`config.mk`:
```
export PLATFORM = sky130hd
export DESIGN_NAME = prid_parse
export DESIGN_NICKNAME = d
export VERILOG_FILES = /design/src/prid_pkg.sv /design/src/prid_parse.sv
export SDC_FILE = /design/constraint.sdc
export NUM_CORES = 1
export LEC_CHECK = 0
export ABC_AREA = 1
export ABC_CLOCK_PERIOD_IN_PS = 6100
export BUFFER_PORTS_ARGS = -buffer_cell sky130_fd_sc_hd__clkbuf_2
export CORE_ASPECT_RATIO = 1.2
export CORE_UTILIZATION = 60
export CTS_CLUSTER_DIAMETER = 40
export CTS_CLUSTER_SIZE = 28
export DETAILED_ROUTE_END_ITERATION = 10
export GPL_TIMING_DRIVEN = 1
export PLACE_DENSITY = 0.8
export REMOVE_ABC_BUFFERS = 1
export SYNTH_ARGS = -nofsm -noshare
export SYNTH_HDL_FRONTEND = slang
export SYNTH_SLANG_ARGS = --single-unit
```
`constraint.sdc`:
```
create_clock -name clock -period 6.1 [get_ports clock]
set_input_delay 0.61 -clock clock [delete_from_list [all_inputs] [get_ports clock]]
set_output_delay 0.61 -clock clock [all_outputs]
set_load 0.005 [all_outputs]
```
`src/prid_pkg.sv`:
```
// Shared types and constants for the palette run-length image decoder.
// Used by prid_parse and palette_rle_image_decoder; depends on nothing.
`default_nettype none

package prid_pkg;

   // Request kinds carried on req_opcode
   localparam logic OP_STREAM  = 1'b0;
   localparam logic OP_PALETTE = 1'b1;

   // Item codes in the compressed stream
   localparam logic [7:0] ITEM_SINGLE = 8'd1;
   localparam logic [7:0] ITEM_FILL8  = 8'd2;
   localparam logic [7:0] ITEM_FILL16 = 8'd3;
   localparam logic [7:0] ITEM_FILL24 = 8'd4;
   localparam logic [7:0] ITEM_LIT8   = 8'd5;
   localparam logic [7:0] ITEM_LIT16  = 8'd6;
   localparam logic [7:0] ITEM_LIT24  = 8'd7;

   // Result status codes
   localparam logic [1:0] STAT_OK         = 2'd0;
   localparam logic [1:0] STAT_BAD_ITEM   = 2'd1;
   localparam logic [1:0] STAT_ZERO_TOTAL = 2'd2;
   localparam logic [1:0] STAT_PAST_TOTAL = 2'd3;

   typedef enum logic [2:0] {
      PH_OPCODE,
      PH_LEN2,
      PH_LEN1,
      PH_LEN0,
      PH_INDEX,
      PH_LITERAL
   } phase_type;

   // What one stream byte produces, before the palette lookup
   typedef struct packed {
      logic        have;
      logic        use_color;
      logic [23:0] count;
      logic [1:0]  status;
      logic        image_end;
   } step_type;

   // One finished result
   typedef struct packed {
      logic [23:0] color;
      logic [23:0] count;
      logic [1:0]  status;
      logic        image_end;
   } rsp_type;

   // Palette entries hold r,g,b high to low; results carry b,g,r
   function automatic logic [23:0] swap_rb(input logic [23:0] c);
      return {c[7:0], c[15:8], c[23:16]};
   endfunction

endpackage

`default_nettype wire

```
`src/prid_parse.sv`:
```
// Stream parser for the palette run-length image decoder: item decode,
// run lengths, pixel accounting and error latch. Depends on prid_pkg.
`default_nettype none

module prid_parse #(
   parameter int PALETTE_ENTRIES = 256,
   parameter int LENGTH_BITS     = 24
) (
   input  wire logic               clock,
   input  wire logic               reset,
   input  wire logic               step_en,
   input  wire logic [7:0]         stream_byte,
   input  wire logic               final_byte,
   input  wire logic [23:0]        pixel_total,
   output prid_pkg::step_type      step
);
   import prid_pkg::*;

   localparam logic [8:0] ENTRY_LIMIT = 9'(PALETTE_ENTRIES);

   phase_type              phase_ff, phase_in, phase_step;
   logic [2:0]             code_ff, code_in;
   logic [23:0]            accum_ff, accum_in;
   logic [LENGTH_BITS-1:0] left_ff, left_in;
   logic [24:0]            done_ff, done_in;
   logic                   err_ff, err_in;

   logic [23:0]            len_shift;
   logic [LENGTH_BITS-1:0] len_new;
   logic                   active;
   logic                   is_literal;
   logic                   pixel;
   logic [24:0]            done_next;
   logic                   err_step;

   assign len_shift  = {accum_ff[15:0], stream_byte};
   assign len_new    = len_shift[LENGTH_BITS-1:0];
   assign active     = !err_ff && (pixel_total != 24'd0);
   assign is_literal = (code_ff >= ITEM_LIT8[2:0]);

   // Next state
   always_comb begin
      phase_step = phase_ff;
      if (active) begin
         case (phase_ff)
            PH_OPCODE: begin
               if (stream_byte == ITEM_SINGLE) begin
                  phase_step = PH_INDEX;
               end else if (stream_byte == ITEM_FILL24 || stream_byte == ITEM_LIT24) begin
                  phase_step = PH_LEN2;
               end else if (stream_byte == ITEM_FILL16 || stream_byte == ITEM_LIT16) begin
                  phase_step = PH_LEN1;
               end else if (stream_byte == ITEM_FILL8 || stream_byte == ITEM_LIT8) begin
                  phase_step = PH_LEN0;
               end else begin
                  phase_step = PH_OPCODE;
               end
            end
            PH_LEN2:  phase_step = PH_LEN1;
            PH_LEN1:  phase_step = PH_LEN0;
            PH_LEN0: begin
               if (!is_literal) begin
                  phase_step = PH_INDEX;
               end else if (len_new == '0) begin
                  phase_step = PH_OPCODE;
               end else begin
                  phase_step = PH_LITERAL;
               end
            end
            PH_INDEX: phase_step = PH_OPCODE;
            PH_LITERAL: begin
               if (left_ff == LENGTH_BITS'(1)) begin
                  phase_step = PH_OPCODE;
               end
            end
            default:  phase_step = PH_OPCODE;
         endcase
      end
      phase_in = final_byte ? PH_OPCODE : phase_step;
   end

   // Outputs and datapath
   always_comb begin
      step      = '0;
      pixel     = 1'b0;
      err_step  = err_ff;
      code_in   = code_ff;
      accum_in  = accum_ff;
      left_in   = left_ff;
      done_in   = done_ff;
      done_next = '0;
      if (err_ff) begin
         // drop bytes until the final one
      end else if (pixel_total == 24'd0) begin
         step.have   = 1'b1;
         step.status = STAT_ZERO_TOTAL;
         err_step    = 1'b1;
      end else begin
         case (phase_ff)
            PH_OPCODE: begin
               accum_in = '0;
               code_in  = stream_byte[2:0];
               if (stream_byte == 8'd0 || stream_byte > ITEM_LIT24) begin
                  code_in     = '0;
                  step.have   = 1'b1;
                  step.status = STAT_BAD_ITEM;
                  err_step    = 1'b1;
               end
            end
            PH_LEN2, PH_LEN1: begin
               accum_in = len_shift;
            end
            PH_LEN0: begin
               accum_in = 24'(len_new);
               if (is_literal) begin
                  left_in = len_new;
               end
            end
            PH_INDEX: begin
               pixel          = 1'b1;
               step.use_color = ({1'b0, stream_byte} < ENTRY_LIMIT);
               step.count     = (code_ff == ITEM_SINGLE[2:0]) ? 24'd1 : accum_ff;
            end
            PH_LITERAL: begin
               pixel          = 1'b1;
               step.use_color = ({1'b0, stream_byte} < ENTRY_LIMIT);
               step.count     = 24'd1;
               left_in        = left_ff - LENGTH_BITS'(1);
            end
            default: begin
            end
         endcase
         if (pixel) begin
            step.have = 1'b1;
            done_next = done_ff + {1'b0, step.count};
            if (done_next > {1'b0, pixel_total}) begin
               step.status = STAT_PAST_TOTAL;
               err_step    = 1'b1;
            end else begin
               done_in = done_next;
            end
         end
      end
      err_in = err_step;
      if (final_byte) begin
         // flag an item cut short, then clear for the next image
         if (!step.have && !err_step && phase_step != PH_OPCODE) begin
            step.status = STAT_BAD_ITEM;
         end
         step.have      = 1'b1;
         step.image_end = 1'b1;
         code_in        = '0;
         accum_in       = '0;
         left_in        = '0;
         done_in        = '0;
         err_in         = 1'b0;
      end
   end

   always_ff @(posedge clock) begin
      if (reset) begin
         phase_ff <= PH_OPCODE;
         code_ff  <= '0;
         accum_ff <= '0;
         left_ff  <= '0;
         done_ff  <= '0;
         err_ff   <= 1'b0;
      end else if (step_en) begin
         phase_ff <= phase_in;
         code_ff  <= code_in;
         accum_ff <= accum_in;
         left_ff  <= left_in;
         done_ff  <= done_in;
         err_ff   <= err_in;
      end
   end

endmodule

`default_nettype wire

```
Word level (Yosys, flattened, before mapping)
Index checks and enable logic that the tools add are counted.

storage, ports and cells
  bits in writable memories = 0
  ROM bits = 0
  output and inout bits = 29
  bits in latches = 0
  input port bits = 36
  flip-flop bits (word level) = 80
  logic and storage cells = 110
  memories kept = 0

cells by class
  $lt $le $gt $ge = 3
  divide/modulo/power cells = 0
  reductions and logical operators = 26
  equal/unequal tests = 18
  multiply operators = 0
  shift-type cells = 0
  bitwise gates (word level) = 0
  mux-type cells = 55
  add/sub/neg operators = 2

operators by type and width
  cell                   count
  $mux 25                8
  $mux 24                8
  $pmux 24 s2            2
  $pmux 25 s2            1
  $logic_not 24->1       2
  $mux 3                 12
  $eq 8x3->1 const B     4
  $mux 28                1
  $add 25x24->25         1
  $gt 25x24->1           1
  $eq 24x1->1 const B    1
  $reduce_bool 24->1     1
  $sub 24x1->24 const B  1
  $eq 8x2->1 const B     2
  $mux 2                 8
  $pmux 3 s5             1
  $mux 1                 14
  $reduce_and 5->1       2
  $reduce_bool 3->1      3
  $eq 8x1->1 const B     1
  $gt 8x3->1 const B     1
  $logic_not 8->1        1
  $reduce_and 4->1       2
  $eq 3x1->1 const B     2
  other kinds (12)       24

Depth between registers and ports, before layout
Gate-level depths: netlist (run 1).

  depth after elaboration = 16
  gate-level depth with buffers = 38
  gate-level depth less buffers = 37

Least setup slack after synthesis (run 1)
Ideal clock, no wire load.

  path type = reg-to-output
  start = reg phase_ff[0]
  end = out step[1] (netlist name)
  required time = 5.490 ns
  slack = 1.329 ns
  arrival = 4.161 ns
  path buffers = 2
  cell stages (with the launch flop) = 32
  cell sequence = dfxtp_1 -> inv_2 -> nand2_2 -> nor2_4 -> inv_1 -> clkbuf_1 -> buf_1 -> nor3_1 -> ha_1 -> inv_1 -> o31ai_2 -> nand3_1 -> a21oi_1 -> nand3_1 -> nand2_1 -> nand2_1 -> nand2_1 -> nand2_1 -> and2_1 -> ha_1 -> a21oi_1 -> nor2_1 -> a211oi_1 -> nand2_1 -> nand2_1 -> nand2_1 -> nand2_1 -> nand3_4 -> a21oi_1 -> nand2_1 -> nand2_1 -> inv_1

RTL lines
  item                      RTL line           text
  start: declaration        prid_parse.sv:21   phase_type phase_ff, phase_in, phase_step;
  start signal: assignment  prid_parse.sv:169  phase_ff <= phase_in;
  end: declaration          prid_parse.sv:15   output prid_pkg::step_type step

==> flow_metrics.py, run 1 <==
metrics = {
    "outcome": {
        "run_status": "complete, no violations",
    },
    "logic_synthesis": {
        "number_of_instances_in_the_synthesized_netlist": 1149,
        "yosys_warning_total": 0,
        "share_of_flip_flops_with_an_asynchronous_set_or_reset": 0,
        "mean_instance_size_in_the_synthesized_netlist_um2": 6.15,
        "netlist-cell-type-count": 51,
        "synth_flop_cell": "sky130_fd_sc_hd__dfxtp_1",
        "yosys_register_bits": 80,
        "synth_sequential_area_ratio": 0.226,
        "synth-edff-count": 0,
        "netlist_area_before_placement_um2": 7070,
    },
    "setup_path": {
        "critPathMostFrequentCell": "sky130_fd_sc_hd__nand2_1",
        "worstSetupStartpointType": "register",
        "cp_max_fo": 19,
        "slowest_stage": "sky130_fd_sc_hd__dfxtp_1",
        "timing.critical_path.slowest_cell_delay_ns": 0.48,
        "critical_path.endpoint_type": "output pin",
        "worst-setup-path-type": "register to output pin",
        "critical_path_arrival_ns": 5.06,
        "crit_path_required_time_ns": 5.49,
    },
    "clocking": {
        "cts_tree": "built",
        "numCtsBuffers": 9,
        "ctsHtreeMaxLevel": 3,
        "ctsLongestPathBuffers": 2,
        "clock_tree.root_cell": "sky130_fd_sc_hd__clkbuf_16",
        "clock_transition_at_the_registers_of_the_reported_paths_ns": 0.06,
        "clk-insertion-delay-late_ns": 0.35,
        "tritoncts_num_sinks": 80,
    },
    "place": {
        "portBuffers": 64,
        "preCtsSetupSlack_ns": 0.566,
        "place_area_um2": 7440,
        "routabilityCongestion": 0.901,
        "placed_cells_incl_taps": 1329,
        "half_perimeter_wire_length_of_the_detailed_placement_result_um": 15800,
    },
    "sta": {
        "layout_setup_ws_ns": 0.428,
        "rsz0062_at_grt": "no",
        "maxSlewHeadroom": 0.170,
        "clock.fmax_ghz": 0.176,
        "final_period_minus_worst_setup_slack_ns": 5.67,
        "finClkSkew_ns": 0.0110,
        "report.final.setup_viol": 0,
        "min_period_over_period": 0.930,
        "max_slew.worst_pin.slew_ns": 1.24,
        "final.hold.worst_slack_ns": 0.482,
        "max_slew_violation_count": 0,
        "hold_viol_final": 0,
        "timing.setup.tns_ns": 0,
    },
    "power_and_ir_drop": {
        "combPwrFrac": 0.217,
        "power.leakage_nw": 3.73,
        "power_mw": 1.46,
        "switch_share": 0.325,
        "switching_power_mw": 0.475,
        "cellInternalPower_mw": 0.986,
        "power_density_nw_per_um2": 188,
        "peak_supply_drop_mv": 0.125,
        "clkPwrFrac": 0.388,
        "seq_power_share": 0.394,
    },
    "global_routing": {
        "groute.usage.overall": 0.355,
        "overall_overflow_remaining_after_global_route": 0,
        "antenna_violations_before_repair": 0,
        "number_of_global_route_vias_before_repair": 7121,
        "largest_net_degree_at_the_start_of_global_routing": 54,
        "global_route_wire_length_before_repair_um": 33800,
    },
    "detailed_routing": {
        "total_drc_errors_in_the_routed_layout": 0,
        "detail_route.first_pass.iterations": 5,
        "via_count": 7757,
        "wl_per_cell_um": 15.7,
        "postRouteWirelength_um": 21100,
        "drtIter0Drc": 558,
        "detail-route-antenna-nets": 0,
        "vias_per_std_cell": 5.76,
    },
    "cells_and_area": {
        "post_route_cells_drive_above_1_share": 0.120,
        "layout-area-overhead-vs-synth_pct": 9.96,
        "final_cell_area_excluding_filler_cells_um2": 7780,
        "final_core_util": 0.675,
        "antenna_cells": 0,
        "instances_no_fill": 1346,
        "finalNetCount": 1267,
    },
    "floorplan": {
        "std_cell_rows": 43,
        "die_w_um": 101,
        "die_h_um": 121,
        "initial_utilization": 0.614,
        "fp.coreArea_um2": 11500,
        "boundaryPins": 65,
        "die_area_um2": 12200,
    },
    "job": {
        "max_cap_violations": 0,
    },
    "min_path": {
        "min_path_type": "register to register",
    },
}
==> state kept, by name (all words and copies together), names as in the netlist <==
signal and count:
left_ff 24, done_ff 25, code_ff 3, phase_ff 3, accum_ff 24, err_ff 1
==> cell families after synthesis <==
logic type / count (synthesis) / synth area share
compound gates: 223 / 0.186
simple gates: 552 / 0.359
flops: 80 / 0.226
buf+inv: 232 / 0.127
fa+ha+maj: 47 / 0.0842
xor+xnor: 15 / 0.0186
==> per-layer routing <==
metal,up-vias,share of wire,global-route usage
met3,73,0.058,0.0501
met1,3497,0.40,0.410
met5,-,0,0
met2,281,0.49,0.621
li1,3906,-,-
met4,0,0.050,0.197
==> power groups by stage <==
| stage | clock network, mW | registers, mW | logic (mW) |
|---|---|---|---|
| global placement | 0 | 0.587 | 0.307 |
| global route | 0.594 | 0.579 | 0.357 |
| detailed placement | 0 | 0.587 | 0.311 |
| finish | 0.567 | 0.576 | 0.318 |
| floorplan | 0 | 0.580 | 0.222 |
| CTS | 0.567 | 0.575 | 0.313 |
==> placed cells by master (no fill, tap or decap), types with 4 or more instances in the layout <==
cell type                   Yosys  layout
sky130_fd_sc_hd__o211ai_1       5       5
sky130_fd_sc_hd__xor2_1        12      12
sky130_fd_sc_hd__a31oi_1       14      14
sky130_fd_sc_hd__nor2_4         4       4
sky130_fd_sc_hd__or2_2          5       5
sky130_fd_sc_hd__buf_4          1       9
sky130_fd_sc_hd__clkbuf_16      0       9
sky130_fd_sc_hd__nand3b_1       4       4
sky130_fd_sc_hd__nand2_1      231     231
sky130_fd_sc_hd__inv_2         18      18
sky130_fd_sc_hd__o21ai_0       57      57
sky130_fd_sc_hd__o2111ai_1      4       4
sky130_fd_sc_hd__nor3_1        41      41
sky130_fd_sc_hd__nor2_1       120     120
sky130_fd_sc_hd__clkbuf_2       0      64
sky130_fd_sc_hd__a211oi_1      30      30
sky130_fd_sc_hd__dfxtp_1       80      79
sky130_fd_sc_hd__inv_1        164     163
sky130_fd_sc_hd__a21oi_1       88      88
sky130_fd_sc_hd__and2_1         9       9
sky130_fd_sc_hd__nor4_1        23      23
sky130_fd_sc_hd__nand2_2       10      10
sky130_fd_sc_hd__nand3_1       55      55
sky130_fd_sc_hd__ha_1          46      46
sky130_fd_sc_hd__nand4_1       39      39
==> layout make-up <==
cell class / count / area (um2)
sequential: 80 / 1600
clock inverter: 6 / 67.6
inverter: 182 / 687
fill: 1152 / 3740
tap: 157 / 196
multi-input combinational: 837 / 4580
timing repair buffer: 74 / 399
clock buffer: 10 / 239
==> worst paths after layout <==
kind,cells after the start,slack [ns],endpoint,from
max,31,0.43,step[1],phase_ff[0]
min,2,0.48,left_ff[11],left_ff[11]
max reg2reg,31,0.74,done_ff[9],phase_ff[0]
min reg2reg,2,0.48,left_ff[11],left_ff[11]
==> Yosys cell counts, drive strengths merged (4+ instances only) <==
master / instances / share of area
a211oi: 30 / 0.032
a21oi: 89 / 0.064
a31oi: 14 / 0.012
and2: 9 / 0.0080
buf: 11 / 0.0092
clkbuf: 39 / 0.021
dfxtp: 80 / 0.23
ha: 46 / 0.081
inv: 182 / 0.097
nand2: 242 / 0.13
nand3: 60 / 0.049
nand3b: 4 / 0.0042
nand4: 40 / 0.036
nor2: 127 / 0.073
nor3: 42 / 0.030
nor4: 23 / 0.020
o2111ai: 4 / 0.0050
o211ai: 5 / 0.0053
o21ai: 59 / 0.042
or2: 5 / 0.0044
xor2: 12 / 0.015
==> critical path, delay by kind of cell, from the launching register on <==
family,cells,cell delay (ns)
buffers and inverters,7,0.78
adder cells (fa/ha/maj),3,0.72
AND/OR/NAND/NOR,18,2.06
flip-flops,1,0.48
AO/OA/AOI/OAI,3,0.66
==> repair_timing <==
item	in CTS	in global routing
buffers inserted	0	1
endpoints found under the setup margin	0	2
hold buffers	0	0
resized for setup	0	4
hold endpoints to repair	0	0
Power figures use the tool's default switching activity.
==> run 2, diff against run 1 <==
Settings changed: ABC_CLOCK_PERIOD_IN_PS 6100 to 6370.
Clock period 6.1 ns to 6.37 ns, I/O delays scaled along.
==> flow_metrics.py, run 2 (synthesis results as in run 1) <==
metrics = {
    "outcome": {
        "run_status": "complete, no violations",
    },
    "cells_and_area": {
        "layout-area-overhead-vs-synth_pct": 10.1,
        "layout.cells.most_common_list": "sky130_fd_sc_hd__nand2_1 (231), sky130_fd_sc_hd__inv_1 (163), sky130_fd_sc_hd__nor2_1 (120)",
        "finalNetCount": 1268,
        "post_route_cells_drive_above_1_share": 0.120,
        "antenna_cells": 0,
        "top_register": "done_ff",
        "filler_cell_count": 1127,
        "instances_no_fill": 1346,
        "final_cell_area_excluding_filler_cells_um2": 7790,
        "layout_top_registers": "done_ff (25), accum_ff (24), left_ff (24)",
        "final_core_util": 0.676,
        "layout.cells.most_common": "sky130_fd_sc_hd__nand2_1",
        "sequential_cell_area_um2": 1600,
        "multi_input_area_um2": 4580,
        "number_of_flip_flops_in_the_largest_register": 25,
    },
    "place": {
        "place_area_um2": 7440,
        "routabilityCongestion": 0.957,
        "placed_cells_incl_taps": 1329,
        "half_perimeter_wire_length_of_the_detailed_placement_result_um": 16100,
        "preCtsSetupSlack_ns": 0.859,
        "portBuffers": 64,
    },
    "min_path": {
        "min_path_type": "register to register",
    },
    "global_routing": {
        "global_route_wire_length_before_repair_um": 34100,
        "groute.usage.overall": 0.359,
        "antenna_violations_before_repair": 0,
        "overall_overflow_remaining_after_global_route": 0,
        "largest_net_degree_at_the_start_of_global_routing": 54,
        "number_of_global_route_vias_before_repair": 7235,
    },
    "detailed_routing": {
        "detail-route-antenna-nets": 0,
        "drtIter0Drc": 556,
        "wl_per_cell_um": 16.0,
        "total_drc_errors_in_the_routed_layout": 0,
        "postRouteWirelength_um": 21500,
        "vias_per_std_cell": 5.86,
        "detail_route.first_pass.iterations": 5,
        "via_count": 7886,
    },
    "power_and_ir_drop": {
        "power.leakage_nw": 3.73,
        "power_mw": 1.43,
        "power_density_nw_per_um2": 184,
        "peak_supply_drop_mv": 0.105,
    },
    "floorplan": {
        "die_w_um": 101,
        "std_cell_rows": 43,
        "die_h_um": 121,
        "boundaryPins": 65,
        "initial_utilization": 0.614,
        "fp.coreArea_um2": 11500,
        "die_area_um2": 12200,
    },
    "sta": {
        "timing.setup.tns_ns": 0,
        "hold_viol_final": 0,
        "report.final.setup_viol": 0,
        "clock.fmax_ghz": 0.170,
        "max_slew_violation_count": 0,
        "finClkSkew_ns": 0.0109,
        "rsz0062_at_grt": "no",
        "max_slew.worst_pin.slew_ns": 1.19,
        "final.hold.worst_slack_ns": 0.487,
        "layout_setup_ws_ns": 0.478,
        "min_period_over_period": 0.925,
        "final_period_minus_worst_setup_slack_ns": 5.89,
        "maxSlewHeadroom": 0.203,
    },
    "clocking": {
        "tritoncts_num_sinks": 80,
        "ctsHoldBuffers": 0,
        "clock_transition_at_the_registers_of_the_reported_paths_ns": 0.06,
        "ctsLongestPathBuffers": 2,
        "ctsHtreeMaxLevel": 3,
        "numCtsBuffers": 9,
        "clock_tree.root_cell": "sky130_fd_sc_hd__clkbuf_16",
        "cts_tree": "built",
        "clk-insertion-delay-late_ns": 0.35,
    },
    "setup_path": {
        "crit_path_required_time_ns": 5.73,
        "critical_path_arrival_ns": 5.25,
        "timing.critical_path.slowest_cell_delay_ns": 0.48,
        "worst-setup-path-type": "register to output pin",
        "cp_max_fo": 6,
        "worstSetupStartpointType": "register",
        "critical_path.endpoint_type": "output pin",
        "slowest_stage": "sky130_fd_sc_hd__dfxtp_1",
        "critPathMostFrequentCell": "sky130_fd_sc_hd__nand2_1",
    },
    "job": {
        "max_cap_violations": 0,
    },
}
run 2: cell count changes in the layout (fill, tap and decap cells not counted), sizes merged:
cell,change
bufinv,+1
inv,+1
clkinv,-2
buf,+1
clkbuf,-1
run 2: critical path: cells and delay by family (launching register included):
family	cells	cell delay, ns
buf+inv	8	0.80
simple gates	18	1.86
compound gates	4	0.86
xor+xnor	1	0.17
flops	1	0.48
fa+ha+maj	3	0.76
run 2: what timing repair did:
action                                  4_1_cts  5_1_grt
buffers inserted                              0        2
gates resized for setup                       0        2
endpoints found under the setup margin        0        2
hold endpoints to repair                      0        0
run 2: final cells by class:
class | instances | area share
clock buffers | 9 | 0.0289
clock inverters | 6 | 0.0119
inverters | 182 | 0.0882
multi-input cells | 837 | 0.588
flip-flops and latches | 80 | 0.206
well taps | 157 | 0.0252
repair buffers | 75 | 0.0517
run 2: final timing paths:
check | start | endpoint | slack [ns] | depth (start not counted)
setup / recovery | phase_ff[0] | step[1] | 0.48 | 34
hold / removal | code_ff[1] | code_ff[1] | 0.49 | 2
setup reg to reg | phase_ff[0] | done_ff[6] | 0.91 | 34
hold reg to reg | code_ff[1] | code_ff[1] | 0.49 | 2
run 2: where the power goes:
group	total (mW)	internal [mW]	switching (mW)
logic	0.307	0.100	0.207
clock network	0.571	0.344	0.227
registers	0.552	0.529	0.0236
run 2: per-layer routing:
layer  up-vias  global-route usage  share of wire  wire length (um)
met5         -                   0              0                 0
met4         0               0.198          0.047              1020
met3        85              0.0392          0.065              1410
met2       344               0.631           0.49             10600
met1      3542               0.419           0.39              8500
li1       3915                   -              -                 -
